**config.mk**
```make
export PLATFORM = sky130hd
export DESIGN_NAME = riff_wave_header_parser
export DESIGN_NICKNAME = d
export VERILOG_FILES = /design/src/rwp_pkg.sv /design/src/rwp_core.sv /design/src/rwp_status.sv /design/src/riff_wave_header_parser.sv
export SDC_FILE = /design/constraint.sdc
export NUM_CORES = 1
export LEC_CHECK = 0
export ABC_CLOCK_PERIOD_IN_PS = 14400
export BUFFER_PORTS_ARGS = -buffer_cell sky130_fd_sc_hd__buf_2
export CORE_MARGIN = 4
export CORE_UTILIZATION = 35
export CTS_BUF_LIST = sky130_fd_sc_hd__clkbuf_4 sky130_fd_sc_hd__clkbuf_8
export DETAILED_ROUTE_END_ITERATION = 6
export MAX_ROUTING_LAYER = met4
export PLACE_DENSITY = 0.53
export RECOVER_POWER = 100
export SLEW_MARGIN = 20
export SYNTH_ARGS = -nofsm -noshare
export SYNTH_HDL_FRONTEND = slang
export SYNTH_HIERARCHICAL = 1
export SYNTH_SLANG_ARGS = --single-unit
```
**constraint.sdc**
```tcl
create_clock -name clk -period 14.4 [get_ports clk]
set_input_delay 1.44 -clock clk [delete_from_list [all_inputs] [get_ports clk]]
set_output_delay 1.44 -clock clk [all_outputs]
set_load 0.03 [all_outputs]
```
**src/rwp_pkg.sv**
```systemverilog
// Shared constants and types for the RIFF/WAVE header parser.
package rwp_pkg;

	localparam int POSITION_BITS_DEF = 32;

	localparam logic [31:0] TAG_RIFF = 32'h4646_4952;
	localparam logic [31:0] TAG_WAVE = 32'h4556_4157;
	localparam logic [31:0] TAG_FMT  = 32'h2074_6d66;
	localparam logic [31:0] TAG_DATA = 32'h6174_6164;
	localparam logic [31:0] FMT_MIN_LEN = 32'd16;
	localparam logic [3:0]  FMT_BITS_AT = 4'd14;

	localparam logic [2:0] PH_FILE = 3'd0;
	localparam logic [2:0] PH_HEAD = 3'd1;
	localparam logic [2:0] PH_BODY = 3'd2;
	localparam logic [2:0] PH_PAD  = 3'd3;
	localparam logic [2:0] PH_HALT = 3'd4;

	localparam logic [3:0] ST_OK        = 4'd0;
	localparam logic [3:0] ST_SMALL     = 4'd1;
	localparam logic [3:0] ST_NOT_RIFF  = 4'd2;
	localparam logic [3:0] ST_TRUNC     = 4'd3;
	localparam logic [3:0] ST_FMT_SHORT = 4'd4;
	localparam logic [3:0] ST_MISSING   = 4'd5;
	localparam logic [3:0] ST_NOT_PCM   = 4'd6;
	localparam logic [3:0] ST_ZERO_RATE = 4'd7;
	localparam logic [3:0] ST_LAYOUT    = 4'd8;
	localparam logic [3:0] ST_EMPTY     = 4'd9;

	localparam logic [1:0] LY_MONO8    = 2'd0;
	localparam logic [1:0] LY_STEREO8  = 2'd1;
	localparam logic [1:0] LY_MONO16   = 2'd2;
	localparam logic [1:0] LY_STEREO16 = 2'd3;

	typedef struct packed {
		logic [2:0]  phase;
		logic [3:0]  fault;
		logic [1:0]  flags;
		logic [15:0] coding;
		logic [15:0] channels;
		logic [31:0] rate;
		logic [15:0] bits;
		logic [31:0] start;
		logic [31:0] size;
	} rwp_summary_t;

endpackage

```
**src/rwp_core.sv**
```systemverilog
// Chunk walker: parser state and its update for one file byte.
module rwp_core #(
	parameter int POS_BITS = rwp_pkg::POSITION_BITS_DEF
) (
	input  logic                 clk,
	input  logic                 arst_n,
	input  logic                 en,
	input  logic [7:0]           file_byte,
	input  logic                 final_byte,
	output rwp_pkg::rwp_summary_t summary
);

	logic [2:0]          phase_q, n_phase;
	logic [POS_BITS-1:0] pos_q, n_pos, pos_inc;
	logic [31:0]         tag_q, n_tag;
	logic [31:0]         len_q, n_len;
	logic [31:0]         left_q, n_left;
	logic                is_fmt_q, n_is_fmt;
	logic [15:0]         coding_q, n_coding;
	logic [15:0]         chan_q, n_chan;
	logic [31:0]         rate_q, n_rate;
	logic [15:0]         bits_q, n_bits;
	logic [1:0]          flags_q, n_flags;
	logic [POS_BITS-1:0] start_q, n_start;
	logic [31:0]         size_q, n_size;
	logic [3:0]          fault_q, n_fault;
	logic [31:0]         fmt_off;

	assign pos_inc = pos_q + {{(POS_BITS-1){1'b0}}, 1'b1};
	assign fmt_off = len_q - left_q;

	always_comb begin
		n_phase  = phase_q;
		n_pos    = pos_inc;
		n_tag    = tag_q;
		n_len    = len_q;
		n_left   = left_q;
		n_is_fmt = is_fmt_q;
		n_coding = coding_q;
		n_chan   = chan_q;
		n_rate   = rate_q;
		n_bits   = bits_q;
		n_flags  = flags_q;
		n_start  = start_q;
		n_size   = size_q;
		n_fault  = fault_q;
		unique case (phase_q)
			rwp_pkg::PH_FILE: begin
				n_tag = {file_byte, tag_q[31:8]};
				if (pos_q == POS_BITS'(3) && n_tag != rwp_pkg::TAG_RIFF &&
						n_fault == rwp_pkg::ST_OK)
					n_fault = rwp_pkg::ST_NOT_RIFF;
				if (pos_q == POS_BITS'(11)) begin
					if (n_tag != rwp_pkg::TAG_WAVE && n_fault == rwp_pkg::ST_OK)
						n_fault = rwp_pkg::ST_NOT_RIFF;
					n_phase = (n_fault != rwp_pkg::ST_OK) ? rwp_pkg::PH_HALT
						: rwp_pkg::PH_HEAD;
					n_left = '0;
				end
			end
			rwp_pkg::PH_HEAD: begin
				if (left_q < 32'd4)
					n_tag = {file_byte, tag_q[31:8]};
				else
					n_len = {file_byte, len_q[31:8]};
				n_left = left_q + 32'd1;
				if (n_left == 32'd8) begin
					n_is_fmt = (n_tag == rwp_pkg::TAG_FMT);
					if (n_is_fmt) begin
						if (n_len < rwp_pkg::FMT_MIN_LEN) begin
							if (n_fault == rwp_pkg::ST_OK)
								n_fault = rwp_pkg::ST_FMT_SHORT;
						end else begin
							n_flags[0] = 1'b1;
						end
					end else if (n_tag == rwp_pkg::TAG_DATA) begin
						n_flags[1] = 1'b1;
						n_start = pos_inc;
						n_size = n_len;
					end
					n_left = n_len;
					n_phase = rwp_pkg::PH_BODY;
					if (n_len == 32'd0)
						n_phase = (n_fault != rwp_pkg::ST_OK) ? rwp_pkg::PH_HALT
							: rwp_pkg::PH_HEAD;
				end
			end
			rwp_pkg::PH_BODY: begin
				if (is_fmt_q && fault_q == rwp_pkg::ST_OK && fmt_off[31:4] == 28'd0) begin
					unique case (fmt_off[3:0])
						4'd0: n_coding[7:0]  = file_byte;
						4'd1: n_coding[15:8] = file_byte;
						4'd2: n_chan[7:0]    = file_byte;
						4'd3: n_chan[15:8]   = file_byte;
						4'd4: n_rate[7:0]    = file_byte;
						4'd5: n_rate[15:8]   = file_byte;
						4'd6: n_rate[23:16]  = file_byte;
						4'd7: n_rate[31:24]  = file_byte;
						rwp_pkg::FMT_BITS_AT: n_bits[7:0] = file_byte;
						rwp_pkg::FMT_BITS_AT + 4'd1: n_bits[15:8] = file_byte;
						default: ;
					endcase
				end
				n_left = left_q - 32'd1;
				if (n_left == 32'd0) begin
					if (fault_q != rwp_pkg::ST_OK) begin
						n_phase = rwp_pkg::PH_HALT;
					end else if (len_q[0]) begin
						n_phase = rwp_pkg::PH_PAD;
					end else begin
						n_phase = rwp_pkg::PH_HEAD;
						n_left = '0;
					end
				end
			end
			rwp_pkg::PH_PAD: begin
				n_phase = rwp_pkg::PH_HEAD;
				n_left = '0;
			end
			default: ;
		endcase
	end

	always_comb begin
		summary.phase    = n_phase;
		summary.fault    = n_fault;
		summary.flags    = n_flags;
		summary.coding   = n_coding;
		summary.channels = n_chan;
		summary.rate     = n_rate;
		summary.bits     = n_bits;
		summary.start    = 32'(n_start);
		summary.size     = n_size;
	end

	always_ff @(posedge clk or negedge arst_n) begin
		if (!arst_n) begin
			phase_q  <= rwp_pkg::PH_FILE;
			pos_q    <= '0;
			tag_q    <= '0;
			len_q    <= '0;
			left_q   <= '0;
			is_fmt_q <= 1'b0;
			coding_q <= '0;
			chan_q   <= '0;
			rate_q   <= '0;
			bits_q   <= '0;
			flags_q  <= '0;
			start_q  <= '0;
			size_q   <= '0;
			fault_q  <= rwp_pkg::ST_OK;
		end else if (en && final_byte) begin
			phase_q  <= rwp_pkg::PH_FILE;
			pos_q    <= '0;
			tag_q    <= '0;
			len_q    <= '0;
			left_q   <= '0;
			is_fmt_q <= 1'b0;
			coding_q <= '0;
			chan_q   <= '0;
			rate_q   <= '0;
			bits_q   <= '0;
			flags_q  <= '0;
			start_q  <= '0;
			size_q   <= '0;
			fault_q  <= rwp_pkg::ST_OK;
		end else if (en) begin
			phase_q  <= n_phase;
			pos_q    <= n_pos;
			tag_q    <= n_tag;
			len_q    <= n_len;
			left_q   <= n_left;
			is_fmt_q <= n_is_fmt;
			coding_q <= n_coding;
			chan_q   <= n_chan;
			rate_q   <= n_rate;
			bits_q   <= n_bits;
			flags_q  <= n_flags;
			start_q  <= n_start;
			size_q   <= n_size;
			fault_q  <= n_fault;
		end
	end

endmodule

```
**src/rwp_status.sv**
```systemverilog
// Final verdict: status and layout code from the parser summary.
module rwp_status (
	input  rwp_pkg::rwp_summary_t summary,
	output logic [3:0]            status,
	output logic [1:0]            layout_code
);

	logic [3:0] st;
	logic [1:0] ly;

	always_comb begin
		st = rwp_pkg::ST_OK;
		ly = rwp_pkg::LY_MONO8;
		priority if (summary.phase == rwp_pkg::PH_FILE) begin
			st = rwp_pkg::ST_SMALL;
		end else if (summary.fault == rwp_pkg::ST_NOT_RIFF) begin
			st = rwp_pkg::ST_NOT_RIFF;
		end else if (summary.phase == rwp_pkg::PH_BODY) begin
			st = rwp_pkg::ST_TRUNC;
		end else if (summary.fault != rwp_pkg::ST_OK) begin
			st = summary.fault;
		end else if (summary.flags != 2'b11) begin
			st = rwp_pkg::ST_MISSING;
		end else if (summary.coding != 16'd1) begin
			st = rwp_pkg::ST_NOT_PCM;
		end else if (summary.rate == 32'd0) begin
			st = rwp_pkg::ST_ZERO_RATE;
		end else if (summary.channels == 16'd1 && summary.bits == 16'd8) begin
			ly = rwp_pkg::LY_MONO8;
		end else if (summary.channels == 16'd2 && summary.bits == 16'd8) begin
			ly = rwp_pkg::LY_STEREO8;
		end else if (summary.channels == 16'd1 && summary.bits == 16'd16) begin
			ly = rwp_pkg::LY_MONO16;
		end else if (summary.channels == 16'd2 && summary.bits == 16'd16) begin
			ly = rwp_pkg::LY_STEREO16;
		end else begin
			st = rwp_pkg::ST_LAYOUT;
		end
		if (st == rwp_pkg::ST_OK && summary.size == 32'd0)
			st = rwp_pkg::ST_EMPTY;
		if (st != rwp_pkg::ST_OK)
			ly = rwp_pkg::LY_MONO8;
		status = st;
		layout_code = ly;
	end

endmodule

```
**src/riff_wave_header_parser.sv**
```systemverilog
// RIFF/WAVE header parser top level: input register, chunk walker, result register.
// The request carrying the last byte passes the input register, then the result register, before its result appears.
// Throughput: one byte per cycle unless a waiting result is stalled; the input register refills while it drains.
// A result waiting under stall holds the input side only when the input register is full.
// Reset (arst_n low) is asynchronous and returns the parser to the file header phase.
// After each last byte the parser returns to that same reset state by itself.
module riff_wave_header_parser #(
	parameter int POSITION_BITS = rwp_pkg::POSITION_BITS_DEF
) (
	input  logic        clk,
	input  logic        arst_n,
	input  logic        in_valid,
	output logic        in_stall,
	input  logic [7:0]  file_byte,
	input  logic        final_byte,
	output logic        out_valid,
	input  logic        out_stall,
	output logic [3:0]  status,
	output logic [1:0]  layout_code,
	output logic [31:0] sample_rate,
	output logic [31:0] data_offset,
	output logic [31:0] data_length
);

	logic        valid_s1;
	logic [7:0]  byte_s1;
	logic        last_s1;
	logic        adv;
	logic        en;
	logic        out_valid_q;
	logic [3:0]  status_q;
	logic [1:0]  layout_q;
	logic [31:0] rate_q;
	logic [31:0] offset_q;
	logic [31:0] length_q;
	logic [3:0]  st_c;
	logic [1:0]  ly_c;
	rwp_pkg::rwp_summary_t summary;

	assign adv      = !out_valid_q || !out_stall;
	assign en       = valid_s1 && adv;
	assign in_stall = valid_s1 && !adv;

	always_ff @(posedge clk or negedge arst_n) begin
		if (!arst_n) begin
			valid_s1 <= 1'b0;
		end else if (!in_stall) begin
			valid_s1 <= in_valid;
		end
	end

	always_ff @(posedge clk) begin
		if (!in_stall && in_valid) begin
			byte_s1 <= file_byte;
			last_s1 <= final_byte;
		end
	end

	rwp_core #(
		.POS_BITS(POSITION_BITS)
	) u_core (
		.clk       (clk),
		.arst_n    (arst_n),
		.en        (en),
		.file_byte (byte_s1),
		.final_byte(last_s1),
		.summary   (summary)
	);

	rwp_status u_status (
		.summary    (summary),
		.status     (st_c),
		.layout_code(ly_c)
	);

	always_ff @(posedge clk or negedge arst_n) begin
		if (!arst_n) begin
			out_valid_q <= 1'b0;
		end else if (adv) begin
			out_valid_q <= en && last_s1;
		end
	end

	always_ff @(posedge clk) begin
		if (en && last_s1) begin
			status_q <= st_c;
			layout_q <= ly_c;
			rate_q   <= summary.rate;
			offset_q <= summary.start;
			length_q <= summary.size;
		end
	end

	assign out_valid   = out_valid_q;
	assign status      = status_q;
	assign layout_code = layout_q;
	assign sample_rate = rate_q;
	assign data_offset = offset_q;
	assign data_length = length_q;

endmodule

```
==> results of run 1 <==
cell type report:
cell class                      count  area share
Multi-Input combinational cell   1727       0.444
Sequential cell                   395       0.406
Clock inverter                     12     0.00263
Clock buffer                      118      0.0562
Inverter                          129      0.0188
Timing Repair Buffer              165      0.0294
Tap cell                          864      0.0421
worst max-delay path, delay by kind of cell, from the launching register on:
kind,cells,cell delay [ns]
buf+inv,2,2.36
flops,1,0.51
simple gates,11,6.09
compound gates,2,0.57
final timing paths:
kind                                  start                 end  slack (ns)
max                        u_core/left_q[2]      layout_code[1]        4.50
min                        u_core/size_q[2]    u_core/size_q[2]        0.49
max reg2reg                u_core/left_q[2]      layout_code[1]        4.50
min reg2reg                u_core/size_q[2]    u_core/size_q[2]        0.49
max in group asynchronous            arst_n    u_core/len_q[24]        5.81
min in group asynchronous            arst_n  u_core/start_q[11]        2.94
kinds of logic after synthesis:
group,Yosys count,synth area share
buffers and inverters,304,0.0563
DFF,395,0.447
AOI/OAI and AO/OA,626,0.178
muxes,197,0.0920
and+or+nand+nor,782,0.175
xor gates and xnor gates,85,0.0319
adders and majority gates,37,0.0201
sequential cells by signal, indices dropped and copies added (netlist names), 4 cells and up:
name             flops
byte_s1              8
data_length         32
data_offset         32
sample_rate         32
status               4
u_core/bits_q       16
u_core/chan_q       16
u_core/coding_q     16
u_core/fault_q       4
u_core/left_q       32
u_core/len_q        32
u_core/pos_q        32
u_core/rate_q       32
u_core/size_q       32
u_core/start_q      32
u_core/tag_q        32
routing by layer:
metal  vias up  GRT usage
met5         -          -
met4         0     0.0685
met3       176     0.0469
met2       734      0.336
met1      9872      0.300
li1       9006          -
cell usage in the layout (no fill, tap or decap), types with 29 or more instances in the layout:
cell type	n
a21oi_1	64
a22o_1	45
and3_1	44
buf_4	33
clkbuf_1	122
clkbuf_4	29
clkbuf_8	89
dfrtp_1	284
edfxtp_1	111
ha_1	36
inv_1	126
mux2_2	43
mux2i_1	114
nand2_1	247
nand3_1	57
nand4_1	54
nor2_1	175
nor3_1	46
nor4_1	59
o21ai_0	245
o2bb2ai_1	72
xnor2_1	60
report_power, final:
part           internal [mW]  leakage (nW)  switching [mW]
logic                  0.175          5.64           0.302
registers               1.29          4.88          0.0675
clock network          0.632         0.803           0.487
total                   2.10          11.3           0.857
==> results.cfg, run 1 <==
[sta]
slew_headroom = -2.86
fin_skew_ns = 0.0385
slew_viol_final = 772
finalSetupTns_ns = 0
rsz0062_at_grt = no
fmax_ghz = 0.101
hold_slack_ns = 0.487
min_period_ns = 9.90
worst_slack_ns = 4.50
hold_violations = 0
setup-violations-final = 0
finalCritPeriodShare = 0.687
tightest_slew_ns = 5.78

[place]
dp.cells = 3279
postPlaceCellArea_sq_um = 24600
routabilityCongestion = 1.00
dp_slack_ns = 7.70
place_hpwl_um = 53800
port_buffers = 116

[synth]
ys.flop_type = dfrtp_1
syn_area_sq_um = 23400
async_reset_ff_frac = 0.719
yosys-top-cells-count = 284 x dfrtp_1, 248 x nand2_1, 182 x o21ai_0, 176 x nor2_1, 126 x inv_1
synth_edf_count = 111
ys_seq_area_frac = 0.447
synth.most_common_cell = dfrtp_1
avgSynthCellArea_sq_um = 9.63
synth_nets = 2476
synth.area.top_cells = dfrtp_1 30%, edfxtp_1 14%, mux2i_1 4.9%
synth_top_area_cell = dfrtp_1
synth_top_area_share = 0.304
ys_warn_count = 6
ys_seq_elements = 395
ys_types = 98
syn_inst = 2426

[power]
irDropWorstVdd_uv = 85.2
leakage_nw = 11.3
finalPower_mw = 2.95
powerDensity_nw_per_um2 = 115

[grt]
grt_overflow = 0
grt_pass1_wl_um = 120000
grt_start_max_net_pins = 100
grtUsageTotal = 0.222
antenna_found_initial = 0
grt_pass1_vias = 19100

[worst_setup_path]
required_ns = 14.80
cp_common_cell = nor4_1
setup.worst_path.end_class = flop
crit_path_max_fanout = 70
slowest_stage = clkbuf_1
cp.arrival_ns = 10.29
crit_chain = or4_1 > nor4_1 > and4_2 > buf_4 > or4_1 > a21oi_1 > nand4_1 > clkbuf_1 > o21ai_0 > nor4_1 > nand4_1 > nor2_1 > nor4_1 > and3_1 > and4b_1
critPathMaxStageDelay_ns = 1.78
cp-start-kind = flop
critPathKind = flop to flop
r2r_cells = 15

[cts]
clock-sinks = 395
numCtsBuffers = 72
cts_root_buffer = clkbuf_8
h-tree-depth = 3
clkTransAtPathRegs_ns = 0.07
cts_resized = 0
cts_tree = done
insertion_delay_ns = 0.66
cts_hold_buf = 0
cts_setup_buffers = 0
clock_path_buffers = 3

[final_layout]
finalNonFillerCells = 3410
multi_input_area_sq_um = 11400
fill_cells = 6601
regArea_sq_um = 10400
design_area_sq_um = 25700
final_util = 0.389
antenna_cells = 0
nets = 2540
syn_to_final_growth_pct = 9.93
drive_gt1_frac = 0.108

[floorplan]
die_h_um = 266
ioPinCount = 117
die_x_um = 266
start_util = 0.354
dieArea_sq_um = 71000
core_area_sq_um = 66000
rows = 94

[routing]
drtIter0Drc = 1934
postRouteAntennaNets = 0
avgViaCountPerCell = 5.80
routed_wl_um = 78000
wl_met2_um = 35200
wl_met3_um = 5580
top_layer = met4
met1Wirelength_um = 34600
vias = 19800
drc = 0
routedWlPerCell_um = 22.9
drtPass1Iterations = 6

[min_path]
hp-class = flop to flop
hold_path_depth = 1

[flow_run]
maxCapViolCount = 15

[outcome]
violations = capacitance limit, slew limit
status = finished, violations left
(Power assumes the default switching activity.)
==> inputs of run 2 (changes only) <==
--- a/config.mk
+++ b/config.mk
@@ -5,7 +5,8 @@
 export SDC_FILE = /design/constraint.sdc
 export NUM_CORES = 1
 export LEC_CHECK = 0
-export ABC_CLOCK_PERIOD_IN_PS = 14400
+export ABC_AREA = 1
+export ABC_CLOCK_PERIOD_IN_PS = 10230
 export BUFFER_PORTS_ARGS = -buffer_cell sky130_fd_sc_hd__buf_2
 export CORE_MARGIN = 4
 export CORE_UTILIZATION = 35
==> constraint.sdc (replaced) <==
create_clock -name clk -period 10.23 [get_ports clk]
set_input_delay 1.023 -clock clk [delete_from_list [all_inputs] [get_ports clk]]
set_output_delay 1.023 -clock clk [all_outputs]
set_load 0.03 [all_outputs]
==> results.cfg, run 2 <==
[synth]
synth_nets = 3752
synth_edf_count = 111
ys_warn_count = 6
synth.most_common_cell = nand2_1
async_reset_ff_frac = 0.719
syn_inst = 3702
synth.area.top_cells = dfrtp_1 28%, nand2_1 18%, edfxtp_1 13%
synth_top_area_cell = dfrtp_1
synth_top_area_share = 0.278
yosys-top-cells-count = 1248 x nand2_1, 502 x inv_1, 380 x nor2_1, 338 x nand3_1, 284 x dfrtp_1
ys_seq_elements = 395
ys_seq_area_frac = 0.408
ys_types = 51
syn_area_sq_um = 25600
avgSynthCellArea_sq_um = 6.91
ys.flop_type = dfrtp_1

[outcome]
violations = capacitance limit, slew limit
status = finished, violations left

[cts]
cts_setup_buffers = 0
cts_tree = done
cts_root_buffer = clkbuf_8
cts_resized = 0
clkTransAtPathRegs_ns = 0.06
clock_path_buffers = 3
clock-sinks = 395
numCtsBuffers = 76
cts_hold_buf = 0
insertion_delay_ns = 0.67
h-tree-depth = 3

[final_layout]
layout_commonest_cell = nand2_1
design_area_sq_um = 28100
final_cell_mix = 1248 x nand2_1, 503 x inv_1, 382 x nor2_1
syn_to_final_growth_pct = 9.90
nets = 3830
drive_gt1_frac = 0.0581

[sta]
min_period_ns = 7.82
slew_headroom = -3.02
rsz0062_at_grt = no
fin_skew_ns = 0.0512
setup-violations-final = 0
finalSetupTns_ns = 0
slew_viol_final = 652
tightest_slew_ns = 6.03
hold_violations = 0
finalCritPeriodShare = 0.765
fmax_ghz = 0.128

[flow_run]
maxCapViolCount = 14

[place]
port_buffers = 116
place_hpwl_um = 61000
postPlaceCellArea_sq_um = 26900
routabilityCongestion = 0.962

[routing]
routedWlPerCell_um = 17.5
drc = 0
vias = 23700
postRouteAntennaNets = 0
drtIter0Drc = 1970
avgViaCountPerCell = 4.94
drtPass1Iterations = 6
routed_wl_um = 84000

[power]
irDropWorstVdd_uv = 90.3
leakage_nw = 14.4
finalPower_mw = 3.50
powerDensity_nw_per_um2 = 125

[floorplan]
die_h_um = 278
dieArea_sq_um = 77500
die_x_um = 278
rows = 98
core_area_sq_um = 72000
start_util = 0.355
ioPinCount = 117

[worst_setup_path]
cp_top_family = buffers and inverters
worst-path-buf-inv = 6
slowest_stage = nor2_1
setup.worst_path.end_class = flop
crit_chain = buf_2 > nand2_1 > nand2_1 > inv_1 > clkbuf_1 > inv_4 > nor2_1 > clkbuf_1 > nand2_1 > clkbuf_1 > o32ai_1
cp-start-kind = input port
crit_path_max_fanout = 51
cp.arrival_ns = 8.35
required_ns = 10.75
critPathKind = input port to flop
critPathMaxStageDelay_ns = 1.90

[grt]
grt_overflow = 0
antenna_found_initial = 3
grt_pass1_vias = 22700
grt_pass1_wl_um = 131000
grtUsageTotal = 0.219
grt_start_max_net_pins = 103

[min_path]
hp-class = flop to flop
run 2: final timing paths:
kind                                     from            endpoint  slack [ns]  cells after the start
hold reg to reg            u_core/coding_q[3]  u_core/coding_q[3]        0.48                      2
setup reg to reg                    out_valid    u_core/tag_q[13]        2.45                     10
hold / removal             u_core/coding_q[3]  u_core/coding_q[3]        0.48                      2
max in group asynchronous              arst_n   u_core/bits_q[11]        3.51                      2
min in group asynchronous              arst_n   u_core/left_q[28]        2.58                      1
setup / recovery                    out_stall    u_core/tag_q[13]        2.41                     11
run 2: worst register-to-register path: cells and delay by family (launching register included):
family                 cells  cell delay (ns)
DFF                        1             0.40
buffers and inverters      5             4.42
AOI/OAI and AO/OA          1             0.57
and+or+nand+nor            4             2.25
run 2: layer usage:
layer | track usage | up-vias | part of all wire | wire length, um
li1 | - | 11900 | - | -
met1 | 0.304 | 11000 | 0.47 | 39300
met2 | 0.333 | 708 | 0.45 | 37500
met3 | 0.0357 | 106 | 0.063 | 5300
met4 | 0.0598 | 0 | 0.024 | 2010
met5 | - | - | 0 | 0
run 2: power by group:
group	internal, mW	total (mW)	leakage (nW)	switching, mW
sequential	1.65	1.67	5.10	0.0202
clock	0.870	1.60	0.817	0.732
combinational	0.0389	0.225	8.45	0.186
run 2: cell families after synthesis:
family / after synthesis / share of synthesized area
DFF: 395 / 0.408
buffers and inverters: 660 / 0.104
and+or+nand+nor: 2225 / 0.371
adders and majority gates: 37 / 0.0184
xor gates and xnor gates: 68 / 0.0242
AOI/OAI and AO/OA: 317 / 0.0742
run 2: cell type report:
class	count	area, sq um
Fill cell	7727	43900
Multi-Input combinational cell	2647	12400
Sequential cell	395	10400
Inverter	521	1960
Clock buffer	110	1330
Tap cell	950	1190
Timing Repair Buffer	139	586
Clock inverter	29	203
Antenna cell	2	5.00
run 2: per-stage QoR:
step,util,setup slack (ns),hold WS [ns],cells
after floorplan,-,4.26,0.442,3702
after global placement,0.374,4.43,0.461,4652
after detailed placement,0.374,4.33,0.465,4652
after CTS,0.395,4.27,0.408,4791
after global routing,0.391,1.92,0.492,4793
final,0.391,2.41,0.476,4793
